`src/design/sfd_pkg.sv`:
```
// Shared types and constants for the sensor frame deframer.
// No dependencies; imported by every module of the block.
package sfd_pkg;

    localparam int unsigned BYTE_W    = 8;
    localparam int unsigned WORD_W    = 16;
    localparam int unsigned FRAME_LEN = 16;
    localparam int unsigned NUM_WORDS = FRAME_LEN / 2;
    localparam int unsigned IDX_W     = $clog2(FRAME_LEN);

    localparam logic [BYTE_W-1:0] SYNC_HI     = 8'hFF;
    localparam logic [BYTE_W-1:0] SYNC_LO     = 8'h00;
    localparam logic [BYTE_W-1:0] FIRST_LIMIT = 8'd16;

    typedef logic [BYTE_W-1:0] t_byte;
    typedef logic [WORD_W-1:0] t_word;
    typedef t_word [NUM_WORDS-1:0] t_words;

    // Per-byte control from the parser to the frame buffer and result stage
    typedef struct packed {
        logic             wr_en;
        logic [IDX_W-1:0] wr_idx;
        logic             emit;
    } t_parse_ctl;

endpackage

```
`src/design/sfd_parser.sv`:
```
// Header hunt / frame check state machine, one byte per accepted request.
// Depends on sfd_pkg.
module sfd_parser (
    input  logic                i_clk,
    input  logic                i_rst_n,
    input  logic                i_step,
    input  sfd_pkg::t_byte      i_rx_byte,
    output sfd_pkg::t_parse_ctl o_ctl
);
    import sfd_pkg::*;

    typedef enum logic [2:0] {
        PH_HUNT    = 3'd0,
        PH_WAIT_00 = 3'd1,
        PH_DATA    = 3'd2,
        PH_CHK_FF  = 3'd3,
        PH_CHK_00  = 3'd4
    } t_phase;

    localparam logic [IDX_W-1:0] LAST_IDX = IDX_W'(FRAME_LEN - 1);

    t_phase           r_phase, n_phase, restart;
    logic [IDX_W-1:0] r_count, n_count;
    t_parse_ctl       ctl;

    always_comb begin
        restart = (i_rx_byte == SYNC_HI) ? PH_WAIT_00 : PH_HUNT;
        n_phase = r_phase;
        n_count = r_count;
        ctl     = '0;
        unique case (r_phase)
            PH_WAIT_00: begin
                if (i_rx_byte == SYNC_LO) begin
                    n_phase = PH_DATA;
                    n_count = '0;
                end else begin
                    n_phase = restart;
                end
            end
            PH_DATA: begin
                if (r_count == '0 && i_rx_byte >= FIRST_LIMIT) begin
                    n_phase = restart;
                    n_count = '0;
                end else begin
                    ctl.wr_en  = 1'b1;
                    ctl.wr_idx = r_count;
                    if (r_count == LAST_IDX) begin
                        n_count = '0;
                        n_phase = PH_CHK_FF;
                    end else begin
                        n_count = r_count + 1'b1;
                    end
                end
            end
            PH_CHK_FF: begin
                n_phase = (i_rx_byte == SYNC_HI) ? PH_CHK_00 : PH_HUNT;
            end
            PH_CHK_00: begin
                if (i_rx_byte != SYNC_LO) begin
                    n_phase = restart;
                end else begin
                    ctl.emit = 1'b1;
                    n_phase  = PH_DATA;
                    n_count  = '0;
                end
            end
            default: begin
                n_phase = restart;
                n_count = '0;
            end
        endcase
    end

    always_ff @(posedge i_clk) begin
        if (!i_rst_n) begin
            r_phase <= PH_HUNT;
            r_count <= '0;
        end else if (i_step) begin
            r_phase <= n_phase;
            r_count <= n_count;
        end
    end

    assign o_ctl = i_step ? ctl : '0;

endmodule

```
`src/design/sfd_frame_buf.sv`:
```
// Data byte store for the frame being collected; pairs bytes into big-endian words.
// Depends on sfd_pkg.
module sfd_frame_buf (
    input  logic                i_clk,
    input  sfd_pkg::t_parse_ctl i_ctl,
    input  sfd_pkg::t_byte      i_rx_byte,
    output sfd_pkg::t_words     o_words
);
    import sfd_pkg::*;

    t_byte r_data [FRAME_LEN];

    always_ff @(posedge i_clk) begin
        if (i_ctl.wr_en) begin
            r_data[i_ctl.wr_idx] <= i_rx_byte;
        end
    end

    for (genvar k = 0; k < NUM_WORDS; k++) begin : g_word
        assign o_words[k] = {r_data[2*k], r_data[2*k+1]};
    end

endmodule

```
`src/design/sensor_frame_deframer_top.sv`:
```
// Sensor frame deframer top: byte in, eight 16-bit motor words out per frame.
// A frame's words are loaded into the result register when its last header byte is accepted.
// Throughput: one byte per cycle while the result side keeps up; ready passes straight through.
// Input stalls whenever a result is held and the receiver is not ready.
// Reset (synchronous, active low) returns the parser to header hunt and empties the result.
// Depends on sfd_pkg, sfd_parser and sfd_frame_buf.
module sensor_frame_deframer_top (
    input  logic           i_clk,
    input  logic           i_rst_n,
    input  logic           i_rx_valid,
    output logic           o_rx_ready,
    input  sfd_pkg::t_byte i_rx_byte,
    output logic           o_res_valid,
    input  logic           i_res_ready,
    output sfd_pkg::t_word o_motor1_current,
    output sfd_pkg::t_word o_motor1_position,
    output sfd_pkg::t_word o_motor2_current,
    output sfd_pkg::t_word o_motor2_position,
    output sfd_pkg::t_word o_motor3_current,
    output sfd_pkg::t_word o_motor3_position,
    output sfd_pkg::t_word o_motor4_current,
    output sfd_pkg::t_word o_motor4_position
);
    import sfd_pkg::*;

    logic       step;
    t_parse_ctl ctl;
    t_words     words;
    t_words     r_res;
    logic       r_res_valid;

    assign o_rx_ready = !r_res_valid || i_res_ready;
    assign step       = i_rx_valid && o_rx_ready;

    sfd_parser u_parser (
        .i_clk     (i_clk),
        .i_rst_n   (i_rst_n),
        .i_step    (step),
        .i_rx_byte (i_rx_byte),
        .o_ctl     (ctl)
    );

    sfd_frame_buf u_frame_buf (
        .i_clk     (i_clk),
        .i_ctl     (ctl),
        .i_rx_byte (i_rx_byte),
        .o_words   (words)
    );

    always_ff @(posedge i_clk) begin
        if (!i_rst_n) begin
            r_res_valid <= 1'b0;
        end else if (ctl.emit) begin
            r_res_valid <= 1'b1;
        end else if (i_res_ready) begin
            r_res_valid <= 1'b0;
        end
    end

    always_ff @(posedge i_clk) begin
        if (ctl.emit) begin
            r_res <= words;
        end
    end

    assign o_res_valid       = r_res_valid;
    assign o_motor1_current  = r_res[0];
    assign o_motor1_position = r_res[1];
    assign o_motor2_current  = r_res[2];
    assign o_motor2_position = r_res[3];
    assign o_motor3_current  = r_res[4];
    assign o_motor3_position = r_res[5];
    assign o_motor4_current  = r_res[6];
    assign o_motor4_position = r_res[7];

endmodule

```
`config.mk`:
```
export PLATFORM = sky130hd
export DESIGN_NAME = sensor_frame_deframer_top
export DESIGN_NICKNAME = d
export VERILOG_FILES = /design/src/design/sfd_pkg.sv /design/src/design/sfd_parser.sv /design/src/design/sfd_frame_buf.sv /design/src/design/sensor_frame_deframer_top.sv
export SDC_FILE = /design/constraint.sdc
export NUM_CORES = 1
export LEC_CHECK = 0
export BUFFER_PORTS_ARGS = -buffer_cell sky130_fd_sc_hd__clkbuf_2
export CORE_ASPECT_RATIO = 0.8
export CORE_UTILIZATION = 35
export CTS_CLUSTER_SIZE = 40
export DETAILED_ROUTE_END_ITERATION = 10
export GPL_TIMING_DRIVEN = 0
export SYNTH_ARGS = -nofsm -noshare
export SYNTH_HDL_FRONTEND = slang
export SYNTH_HIERARCHICAL = 1
export SYNTH_SLANG_ARGS = --single-unit
```
`constraint.sdc`:
```
create_clock -name i_clk -period 45.2 [get_ports i_clk]
set_input_delay 6.78 -clock i_clk [delete_from_list [all_inputs] [get_ports i_clk]]
set_output_delay 6.78 -clock i_clk [all_outputs]
set_load 0.05 [all_outputs]
```
# [Word-level counts from Yosys, hierarchy flattened]
# Memories as Yosys holds them, arrays and structs flattened. A register that Yosys moved wholly into a read port is not among the register bits.
# Cells that the tools add are included.
[totals] register_bits=8 ram_bits=128 inputBits=12 out_inout_bits=130 wordCells=47 mem_count=1
[op_classes] n_addsub=1 n_lt_le_gt_ge=1 eq_ne=9 muxes=21 bitwise=1 n_reduce_logical=10
[memory_table] name="u_frame_buf.r_data" depth=16 word_bits=8 read_ports=16 rd_clocked_by_memory_dff=16 wr=1 line="sfd_frame_buf.sv:11" rtl="t_byte r_data [FRAME_LEN];"
[ops] operator="2-to-1 mux 4 bit" count=4
[ops] operator="one-hot mux 4 bit (4 select lines)" count=1
[ops] operator="2-to-1 mux 3 bit" count=5
[ops] operator="one-hot mux 3 bit (4 select lines)" count=1
[ops] operator="2-to-1 mux 5 bit" count=2
[ops] operator="equality test 8 bit, second input constant" count=1
[ops] operator=">= comparator 8 x 5 -> 1 bit, second input constant" count=1
[ops] operator="zero test 8 bit" count=1
[ops] operator="nonzero test 8 bit" count=1
[ops] operator="2-to-1 mux 1 bit" count=7
[ops] operator="equality test 3 x 2 -> 1 bit, second input constant" count=2
[ops] operator="2-to-1 mux 6 bit" count=1
[ops] operator="adder 4 x 1 -> 4 bit, second input constant" count=1
[ops] operator="equality test 4 bit, second input constant" count=1
[ops] operator="zero test 4 bit" count=1
[ops] operator="AND reduction 4 bit" count=1
[ops] operator="equality test 3 x 1 -> 1 bit, second input constant" count=1
[ops] operator="equality test 3 bit, second input constant" count=1
[ops] operator="inequality test 3 x 1 -> 1 bit, second input constant" count=1
[ops] operator="logical AND 1 bit" count=2
[ops] operator="inequality test 2 x 1 -> 1 bit, second input constant" count=1
[ops] operator="inequality test 2 bit, second input constant" count=1
[ops] operator="AND reduction 2 bit" count=1
[ops] operator="nonzero test 2 bit" count=1
[ops] operator="other kinds (3)" count=3

# [Depth between registers and ports, before layout]
# Gate-level depths: netlist (run 1).
[logic_depth] ltp_word=7 ltp_mapped=7 depth_no_buf=7

# [Cells and area by module]
# Netlist (run 1), hierarchy kept.
[by_module_without_submodules] mod="sfd_frame_buf" instances=1 cells_each=151 area_each_um2=3961.3 seq_area_each_um2=3843.7
[by_module_without_submodules] mod="sensor_frame_deframer_top" instances=1 cells_each=133 area_each_um2=3901.2 seq_area_each_um2=3863.7
[by_module_without_submodules] mod="sfd_parser" instances=1 cells_each=63 area_each_um2=551.8 seq_area_each_um2=140.1

# [Worst setup path before layout (run 1)]
# Ideal clock, no wire load.
[synth_timing] kind="input port to flip-flop" startpoint="input i_rx_byte[7]" endpoint="register r_res_valid (netlist: o_res_valid)" setup_ns=0.101 t_arrival_ns=21.819 required_ns=45.099 setup_slack_ns=23.280 cell_stages=6 path_buffers=1 path_cell_list="or4_4 > buf_6 > nor3_1 > nor4b_1 > inv_1 > a21boi_2"
[synth_lines] element="from (decl)" line="sensor_frame_deframer_top.sv:12" rtl="input sfd_pkg::t_byte i_rx_byte,"
[synth_lines] element="to (signal assigned)" line="sensor_frame_deframer_top.sv:52" rtl="r_res_valid <= 1'b0;"
[synth_lines] element="to (signal assigned)" line="sensor_frame_deframer_top.sv:54" rtl="r_res_valid <= 1'b1;"
[synth_lines] element="to (signal assigned)" line="sensor_frame_deframer_top.sv:56" rtl="r_res_valid <= 1'b0;"
[synth_lines] element="to (decl)" line="sensor_frame_deframer_top.sv:30" rtl="logic r_res_valid;"

# [Final worst setup path (run 1)]
[layout_timing] startpoint="input i_res_ready" endpoint="output o_rx_ready"
[layout_between] elab_chain_cells=1
[layout_lines] element="from (decl)" line="sensor_frame_deframer_top.sv:14" rtl="input logic i_res_ready,"
[layout_lines] element="logical OR 1 bit" line="sensor_frame_deframer_top.sv:32" rtl="assign o_rx_ready = !r_res_valid || i_res_ready;"
[layout_lines] element="to (decl)" line="sensor_frame_deframer_top.sv:11" rtl="output logic o_rx_ready,"
# No other way between the ends.

==> summary.txt, run 1 <==
Place
  – RD Place Congestion: 0.751
  – Placed insts: 816
  – Placed Area: 9640 µm²
  – IO Port Bufs: 141
  – HPWL reported at the end of detailed placement: 10.2 mm

GRT
  – Total grt overflow: 0
  – Largest net degree at the start of global routing: 19
  – First-pass GRT wire length: 24.5 mm
  – Initial antenna violation count: 1
  – GRT Total Usage: 0.133
  – Vias in the first global route: 3,975

Layout
  – Layout filler cell count: 2,048
  – Antenna diode count: 0
  – Post-route cell area: 10,500 µm²
  – Final Net Count: 546
  – FF+latch area: 7850 µm²
  – Fin util: 0.446
  – Layout area overhead: 24.7%
  – Post-route insts no fill: 864
  – Multi-input combinational cell area: 542 µm²
  – Layout cell share with drive strength beyond 1: 0.380

Min path
  – Min-delay worst type: reg -> reg
  – Hold path startpoint: u_frame_buf/r_data[8][2]$_DFFE_PP_

Setup path
  – Worst setup SP type: primary input
  – Critical path fanouts, max: 3
  – Critical Path Source: i_res_ready
  – WS Path Type: in -> out
  – Launching point of the worst reg2reg path: o_res_valid$_SDFFE_PN0P_
  – CP arrival: 7250 ps
  – Req. time, crit path: 38,420 ps
  – CP endpoint kind: primary output

Clock tree
  – Post-CTS Resized: 0
  – Clock-pin slew on the worst setup and hold paths: 60 ps
  – Clock buffer depth: 3
  – Clk root buf: clkbuf_16
  – Setup Buffers After CTS: 0
  – Clk sinks: 264
  – CTS buffer count: 26
  – CTS tree: yes
  – H-tree depth: 1
  – Worst-Skew Late Latency: 530 ps
  – Hold bufs inserted after CTS: 0

Die
  – Die width: 175 µm
  – Die area: 24,700 µm²
  – Die H: 141 µm
  – Initial Utilization: 0.358
  – Row count: 50
  – Core area: 23,500 µm²
  – Top Ports: 142

Logic synthesis
  – Syn avg cell area: 24.2 µm²
  – EDFF count, synth: 256
  – Area contributors post-synth: edfxtp_1 (91%), dfxtp_1 (1.9%), nor2_1 (0.71%)
  – Ys async rst share: 0
  – Synthesized area: 8410 µm²
  – Top-area cell type share of the netlist area: 0.914
  – Synthesized flop and latch total: 264
  – Area leader, netlist: edfxtp_1
  – Synth cell types: 46
  – Mapped Nets: 361
  – Post-synthesis cell count: 347
  – Ys flop type: edfxtp_1
  – Sequential area share after synthesis: 0.933
  – Synth warn: 6

Timing
  – Final min period: 14,030 ps
  – Slew HR: 0.137
  – Fin crit share: 0.310
  – # setup viols final: 0
  – TNS Setup: 0 ps
  – Final-report hold violation count: 0
  – Worst Max-Slew Pin Slew: 1290 ps
  – RSZ-0062 raised after global routing: false
  – Max Fclk: 71.3 MHz
  – Clk_skew: 14.9 ps
  – Pins Over Slew Limit: 0

Drt
  – First drt pass iteration count: 4
  – Detailed router's first-iteration violation count: 302
  – WL/cell: 18.7 µm
  – Antenna-violating nets left: 0
  – WL final: 16.1 mm
  – Detailed-route DRC error count: 0
  – Drt via density: 4.46
  – Via total after detailed routing: 3,855

Pwr
  – VDD IR max: 0.0239 mV
  – Lkg Pwr: 3.65 nW
  – Power Density: 45.8 nW/µm²

Flow run
  – Maxcap violations: 0

Status
  – Run status: complete, no violations
[power breakdown]
part / leakage [nW] / switching (W) / internal [W]
Clock: 0.399 / 0.0000863 / 0.000123
Sequential: 2.36 / 0.000000114 / 0.000266
Combinational: 0.887 / 0.00000375 / 0.000000890
Total: 3.65 / 0.0000901 / 0.000391
[kinds of logic (layout without fill, tap and decap cells)]
| kind of cell | after synthesis | after routing | synth area share |
|---|---|---|---|
| AOI/OAI and AO/OA | 18 | 18 | 0.0193 |
| xor gates and xnor gates | 1 | 1 | 0.00104 |
| adders and majority gates | 2 | 2 | 0.00297 |
| buffers and inverters | 8 | 213 | 0.00491 |
| DFF | 264 | 264 | 0.933 |
| muxes | 2 | 2 | 0.00253 |
| and+or+nand+nor | 52 | 52 | 0.0366 |
[registers in the layout, summed over array words and instances (netlist names)]
signal	cells
o_motor1_current	16
o_res_valid	1
o_motor4_position	16
u_parser/r_count	4
o_motor2_current	16
u_parser/r_phase	3
o_motor1_position	16
o_motor4_current	16
o_motor3_current	16
u_frame_buf/r_data	128
o_motor2_position	16
o_motor3_position	16
[cells in the final DEF (no fill, tap or decap), types with 2 or more instances in the layout]
master,count
a21oi_1,3
and2_1,5
buf_4,16
buf_6,2
bufinv_16,3
clkbuf_1,6
clkbuf_16,26
clkbuf_2,141
clkinv_1,6
clkinv_2,2
clkinvlp_4,3
dfxtp_1,8
edfxtp_1,256
ha_1,2
inv_1,6
nand2_1,4
nand2b_1,2
nand3_1,3
nand3b_1,2
nand4_1,2
nor2_1,16
nor3_1,2
nor3_2,3
o21ai_0,2
[per-stage QoR]
| stage | total power (W) | worst slack (ps) | hold WS, ps |
|---|---|---|---|
| after detailed placement | 0.000276 | 31170 | 405 |
| after global routing | 0.000496 | 31150 | 417 |
| final | 0.000481 | 31170 | 406 |
| after floorplan | 0.000273 | 23280 | 400 |
| after global placement | 0.000276 | 17770 | 403 |
| after CTS | 0.000487 | 31170 | 403 |
[metal layers]
metal	vias to the layer above	track usage	part of all wire
li1	1758	-	-
met1	1936	0.185	0.45
met2	129	0.214	0.47
met3	32	0.0270	0.057
met4	0	0.0389	0.020
met5	-	0	0
[synth_stat cells, types with 2 or more instances]
cell type / count
nand2b_1: 2
o21ai_0: 2
nor3_1: 4
nand3b_1: 2
dfxtp_1: 8
a21oi_1: 3
nand3_1: 3
ha_1: 2
nand2_1: 4
inv_1: 6
and2_1: 5
edfxtp_1: 256
nand4_1: 2
nor2_1: 16
[worst max-delay path, stage by stage]
cell	delay [ps]
clkbuf_2	80
nand2b_4	120
clkbuf_2	270
[path summary, 6_finish.rpt]
kind	endpoint	slack [ps]	cells after the start
worst min-delay path	o_motor3_current[10]$_DFFE_PP_	410	0
worst max register to register	u_frame_buf/r_data[1][0]$_DFFE_PP_	41360	7
worst max-delay path	o_rx_ready	31170	3
worst min register to register	o_motor3_current[10]$_DFFE_PP_	410	0
[layout make-up]
type / count / area share
buffer: 2 / 0.00179
clock buffer: 32 / 0.0641
clock inverter: 16 / 0.0162
inverter: 6 / 0.00215
multi-input combinational: 75 / 0.0516
sequential: 264 / 0.748
tap: 312 / 0.0372
timing repair buffer: 157 / 0.0791
Power figures use the tool's default switching activity.
==> inputs of run 2 (changes only) <==
clock period = 11.98 ns   (was 45.2 ns; I/O delays follow)
==> run 2 against run 1 <==
Against the previous run:
- clock skew down 8.6 ps
- sequential share of layout area down 0.089 points
- first-iteration DRC count down 13%
- die area unchanged
- register-to-register slack worse by 33000 ps
- design area up 0.12%
- sequential power rose to 3.8 times the previous value
- clock power rose to 3.7 times the previous value
- critical endpoint is now u_frame_buf/r_data[5][6]$_DFFE_PP_
- highest routed layer unchanged
==> summary.txt, run 2 (synthesis gave the netlist of run 1 again) <==
Layout
  – Max reg flops: 128 (unchanged)
  – Largest Register: u_frame_buf/r_data
  – Most frequent cells in the layout: edfxtp_1 (256), clkbuf_2 (141), clkbuf_16 (26)
  – Commonest non-fill, non-tap cell in the layout: edfxtp_1
  – Antenna diode count: 0 (unchanged)
  – Layout area overhead: 24.9%
  – Layout cell share with drive strength beyond 1: 0.377 (-0.00384)
  – Post-route cell area: 10,500 µm² (+0.12%)
  – Final Net Count: 541 (-0.92%)
  – Layout filler cell count: 2,051 (+0.15%)

Drt
  – Detailed router's first-iteration violation count: 262 (-13%)
  – Antenna-violating nets left: 0 (unchanged)
  – Drt via density: 4.52 (+1.4%)
  – WL final: 16.1 mm (+0.19%)
  – First drt pass iteration count: 4 (unchanged)
  – WL/cell: 18.8 µm (+0.78%)
  – Via total after detailed routing: 3,885 (+0.78%)
  – Detailed-route DRC error count: 0 (unchanged)

Timing
  – Fin crit share: 0.405
  – Final-report hold violation count: 0 (unchanged)
  – # setup viols final: 0 (unchanged)
  – Max Fclk: 206 MHz
  – RSZ-0062 raised after global routing: false
  – Slew HR: 0.204 (+0.0676)
  – Pins Over Slew Limit: 0 (unchanged)
  – Worst Max-Slew Pin Slew: 1180 ps (-101 ps)
  – Hold slack: 415 ps (+9.27 ps)
  – Clk_skew: 6.28 ps (-8.62 ps)
  – Final min period: 4850 ps

Setup path
  – WS Path Type: in -> reg
  – Critical path fanouts, max: 18 (+15)
  – CP endpoint kind: flip-flop
  – Register-to-Register Setup Slack: 8230 ps (-33,130 ps)
  – Req. time, crit path: 12,110 ps (-26,310 ps)
  – CP arrival: 4980 ps (-2270 ps)
  – Worst setup SP type: primary input

Die
  – Row count: 50 (unchanged)
  – Top Ports: 142 (unchanged)
  – Core area: 23,500 µm² (unchanged)
  – Die H: 141 µm (unchanged)
  – Die width: 175 µm (unchanged)
  – Initial Utilization: 0.358 (unchanged)
  – Die area: 24,700 µm² (unchanged)

Place
  – HPWL reported at the end of detailed placement: 10.0 mm (-1.6%)
  – RD Place Congestion: 0.797 (+6.0%)
  – Placed Area: 9660 µm² (+0.22%)
  – IO Port Bufs: 141 (unchanged)

Clock tree
  – Hold bufs inserted after CTS: 0 (unchanged)
  – Clk sinks: 264 (unchanged)
  – H-tree depth: 1 (unchanged)
  – CTS buffer count: 26 (unchanged)
  – Clock-pin slew on the worst setup and hold paths: 60 ps (about the same)
  – Setup Buffers After CTS: 0 (unchanged)
  – CTS tree: yes
  – Worst-Skew Late Latency: 510 ps (-20 ps)
  – Post-CTS Resized: 0 (unchanged)
  – Clock buffer depth: 3 (unchanged)
  – Clk root buf: clkbuf_16

Status
  – Run status: complete, no violations

GRT
  – Largest net degree at the start of global routing: 19 (unchanged)
  – Initial antenna violation count: 0 (-1)
  – Total grt overflow: 0 (unchanged)
  – Vias in the first global route: 3,922 (-1.3%)
  – GRT Total Usage: 0.131 (-0.00208)
  – First-pass GRT wire length: 24.0 mm (-2.0%)

Pwr
  – Pwr Total: 0.00181 W (+280%)
  – Lkg Pwr: 3.64 nW (-0.26%)
  – VDD IR max: 0.0756 mV (+220%)
  – Power Density: 172 nW/µm² (+280%)

Flow run
  – Maxcap violations: 0 (unchanged)

Min path
  – Min-delay worst type: reg -> reg
[run 2: cell types whose count changed in the layout (fill, tap and decap cells not counted), moves of 2 or more]
cell	change
clkbuf_1	-3
clkinvlp_4	-2
clkinv_2	+3
buf_6	+6
buf_8	+3
clkinv_4	+2
buf_4	-14
[run 2: layout make-up]
cell class / instances / area, µm² / share of cell area
Sequential cell: 264 / 7850 / 0.747
Timing Repair Buffer: 152 / 837 / 0.0797
Clock buffer: 29 / 662 / 0.0630
Multi-Input combinational cell: 75 / 546 / 0.0519
Tap cell: 312 / 390 / 0.0372
Clock inverter: 19 / 183 / 0.0174
Inverter: 6 / 22.5 / 0.00214
Buffer: 2 / 18.8 / 0.00179
[run 2: worst max-delay path: stages]
cell and delay (ps):
clkbuf_2 340, or4_4 620, buf_6 150, a21boi_0 590
and2_1 280, nand3_1 190, nor3_1 980
[run 2: final timing paths]
kind,from,depth (start not counted),endpoint
max reg2reg,o_res_valid$_SDFFE_PN0P_,7,u_frame_buf/r_data[5][6]$_DFFE_PP_
min,u_frame_buf/r_data[9][6]$_DFFE_PP_,0,o_motor3_current[6]$_DFFE_PP_
min reg2reg,u_frame_buf/r_data[9][6]$_DFFE_PP_,0,o_motor3_current[6]$_DFFE_PP_
max,i_rx_byte[6],7,u_frame_buf/r_data[5][6]$_DFFE_PP_
[run 2: metrics by stage]
step           setup TNS (ps)  setup WS [ps]  std cells  utilization
6_report                    0           7130        859        0.447
2_1_floorplan               0           1640        347            -
4_1_cts                     0           7140        859        0.447
5_1_grt                     0           6890        859        0.447
3_5_place_dp                0           6610        811        0.411
3_3_place_gp          -198120          -1580        800        0.405
[run 2: where the power goes]
part           total (W)  internal (W)  switching, W
Sequential       0.00100       0.00100   0.000000458
Combinational  0.0000175    0.00000337     0.0000142
Clock           0.000785      0.000463      0.000322
Total            0.00181       0.00147      0.000336
[run 2: metal layers]
layer | global-route usage | up-vias | wire (µm)
li1 | - | 1747 | -
met1 | 0.179 | 1986 | 7290
met2 | 0.213 | 130 | 7710
met3 | 0.0313 | 22 | 901
met4 | 0.0311 | 0 | 247
met5 | 0 | - | 0
==> inputs of run 3 (changes only) <==
clock period = 5 ns   (was 11.98 ns; I/O delays follow)
==> run 3 against run 2 <==
Against the previous run:
- register-to-register slack lost 6900 ps
- die area stayed put
- design area is 0.42% higher
- sequential cell count unchanged
- count of clock-buffer cells in the layout grew 1
- global-route usage is 0.42 points lower
- via count down 4.5%
- highest routed layer unchanged
- sequential share of layout area fell by 0.31 points
- critical path type unchanged
- final cell count shrank 0.47%
- largest cell class unchanged
- critical path depth stayed put
- sequential power increased by 140%
==> summary.txt, run 3 (synthesis gave the netlist of run 1 again) <==
Die
  – Die area: 24,700 µm² (unchanged)
  – Top Ports: 142 (unchanged)
  – Die width: 175 µm (unchanged)
  – Core area: 23,500 µm² (unchanged)
  – Die H: 141 µm (unchanged)
  – Initial Utilization: 0.358 (unchanged)
  – Row count: 50 (unchanged)

Drt
  – Via total after detailed routing: 3,712 (-4.5%)
  – Antenna-violating nets left: 0 (unchanged)
  – Detailed router's first-iteration violation count: 195 (-26%)
  – WL/cell: 18.1 µm (-3.9%)
  – Detailed-route DRC error count: 0 (unchanged)
  – First drt pass iteration count: 5 (+1)
  – Drt via density: 4.34 (-4.0%)
  – WL final: 15.5 mm (-4.3%)

Timing
  – Pins Over Slew Limit: 0 (unchanged)
  – # setup viols final: 0 (unchanged)
  – Slew HR: 0.189 (-0.0155)
  – Final-report hold violation count: 0 (unchanged)
  – Clk_skew: 14.1 ps (+7.87 ps)
  – TNS Setup: 0 ps (unchanged)
  – Worst Max-Slew Pin Slew: 1210 ps (+23.0 ps)
  – Final min period: 3740 ps
  – Fin crit share: 0.747
  – Max Fclk: 268 MHz
  – RSZ-0062 raised after global routing: false

Clock tree
  – Clk sinks: 264 (unchanged)
  – Clock buffer depth: 3 (unchanged)
  – Hold bufs inserted after CTS: 0 (unchanged)
  – Worst-Skew Late Latency: 520 ps (about the same)
  – Post-CTS Resized: 0 (unchanged)
  – H-tree depth: 1 (unchanged)
  – CTS buffer count: 26 (unchanged)
  – CTS tree: yes
  – Clk root buf: clkbuf_16
  – Clock-pin slew on the worst setup and hold paths: 60 ps (about the same)
  – Setup Buffers After CTS: 0 (unchanged)

GRT
  – Largest net degree at the start of global routing: 19 (unchanged)
  – First-pass GRT wire length: 23.3 mm (-2.8%)
  – Initial antenna violation count: 0 (unchanged)
  – GRT Total Usage: 0.127 (-0.00423)
  – Total grt overflow: 0 (unchanged)
  – Vias in the first global route: 3,838 (-2.1%)

Setup path
  – Cell family with most CP delay: simple AND/OR/NAND/NOR gates
  – Register-to-Register Setup Slack: 1320 ps (-6910 ps)
  – Critical path fanouts, max: 18 (unchanged)
  – Slowest cell on the critical path: nor3_1
  – R2R depth: 7 (unchanged)
  – CP arrival: 3860 ps (-1120 ps)
  – CP endpoint kind: flip-flop
  – Worst setup SP type: primary input
  – RR Endpoint: u_frame_buf/r_data[5][4]$_DFFE_PP_
  – Buffer and inverter count on the worst path: 2 (unchanged)
  – Cells along the critical path: clkbuf_2 > or4_4 > buf_6 > a21boi_0 > and2_1 > nand3_1 > nor3_1
  – Launching point of the worst reg2reg path: o_res_valid$_SDFFE_PN0P_
  – WS Path Type: in -> reg
  – Req. time, crit path: 5120 ps (-6990 ps)
  – Slowest cell delay on critical path: 980 ps (about the same)

Layout
  – Layout area overhead: 25.4%
  – Layout cell share with drive strength beyond 1: 0.381 (+0.00462)
  – Antenna diode count: 0 (unchanged)
  – Max reg flops: 128 (unchanged)
  – Post-route insts no fill: 855 (-0.47%)
  – Largest Register: u_frame_buf/r_data
  – Commonest non-fill, non-tap cell in the layout: edfxtp_1
  – Final Net Count: 539 (-0.37%)
  – Most frequent cells in the layout: edfxtp_1 (256), clkbuf_2 (141), clkbuf_16 (26)

Pwr
  – VDD IR max: 0.237 mV (+210%)
  – Power Density: 420 nW/µm² (+140%)
  – Lkg Pwr: 3.65 nW (+0.36%)

Flow run
  – Maxcap violations: 0 (unchanged)

Status
  – Run status: complete, no violations

Place
  – HPWL reported at the end of detailed placement: 9.91 mm (-1.2%)
  – Placed insts: 809 (-0.25%)
  – IO Port Bufs: 141 (unchanged)
  – RD Place Congestion: 0.807 (+1.2%)

Min path
  – Hold path startpoint: u_frame_buf/r_data[2][3]$_DFFE_PP_
  – Hold EP: o_motor1_position[11]$_DFFE_PP_
  – Min-delay worst type: reg -> reg
  – Hold path cells: 0 (unchanged)
run 3: changes by cell type in the layout (fill, tap and decap cells not counted), sizes merged:
| cell | previous run | this run |
|---|---|---|
| bufinv | 3 | 5 |
| buf | 13 | 11 |
| clkbuf | 170 | 171 |
| inv | 6 | 7 |
| clkinv | 15 | 9 |
run 3: stage by stage:
step	hold slack (ps)	instance area [µm²]	setup slack, ps	util	total power (W)
after floorplan	400	8440	-1090	-	0.00246
after global placement	402	9540	-3180	0.406	0.00250
after detailed placement	405	9660	426	0.411	0.00250
after CTS	405	10500	977	0.448	0.00449
after global routing	409	10600	847	0.449	0.00457
final	403	10600	1260	0.449	0.00443
run 3: final cells by class:
| type | instances | area (µm²) |
|---|---|---|
| inverters | 6 | 22.5 |
| flip-flops and latches | 264 | 7850 |
| clock inverters | 16 | 223 |
| clock buffers | 30 | 666 |
| fillers | 2037 | 13000 |
| plain buffers | 2 | 18.8 |
| repair buffers | 150 | 822 |
| multi-input cells | 75 | 561 |
| well taps | 312 | 390 |
run 3: how the worst max path moves through the flow:
stage                                                    end  depth (start not counted)                     start
after floorplan                o_motor1_current[0]$_DFFE_PP_                          4              i_rx_byte[7]
after CTS                 u_frame_buf/r_data[1][2]$_DFFE_PP_                          7              i_rx_byte[7]
after global placement              o_res_valid$_SDFFE_PN0P_                          6              i_rx_byte[1]
final                     u_frame_buf/r_data[5][4]$_DFFE_PP_                          7              i_rx_byte[7]
after global routing      u_frame_buf/r_data[5][7]$_DFFE_PP_                          7  o_res_valid$_SDFFE_PN0P_
after detailed placement  u_frame_buf/r_data[1][2]$_DFFE_PP_                          7              i_rx_byte[7]
run 3: report_power, final:
part	internal (W)	total (W)	switching (W)	leakage [nW]
combinational	0.00000827	0.0000414	0.0000331	0.857
sequential	0.00241	0.00241	0.00000129	2.36
clock	0.00121	0.00198	0.000767	0.432
total	0.00363	0.00443	0.000802	3.65
run 3: layer usage:
layer,global-route usage,share of wire
met5,0,0
met3,0.0254,0.051
met1,0.170,0.45
met4,0.0320,0.017
met2,0.213,0.48
run 3: worst reg2reg max path, stage by stage, from the launching register on:
cell      delay (ps)
dfxtp_1          330
nand2b_4          80
and2_4           190
nor4bb_1         600
a21boi_0         670
and2_1           280
nand3_1          160
nor3_1           980
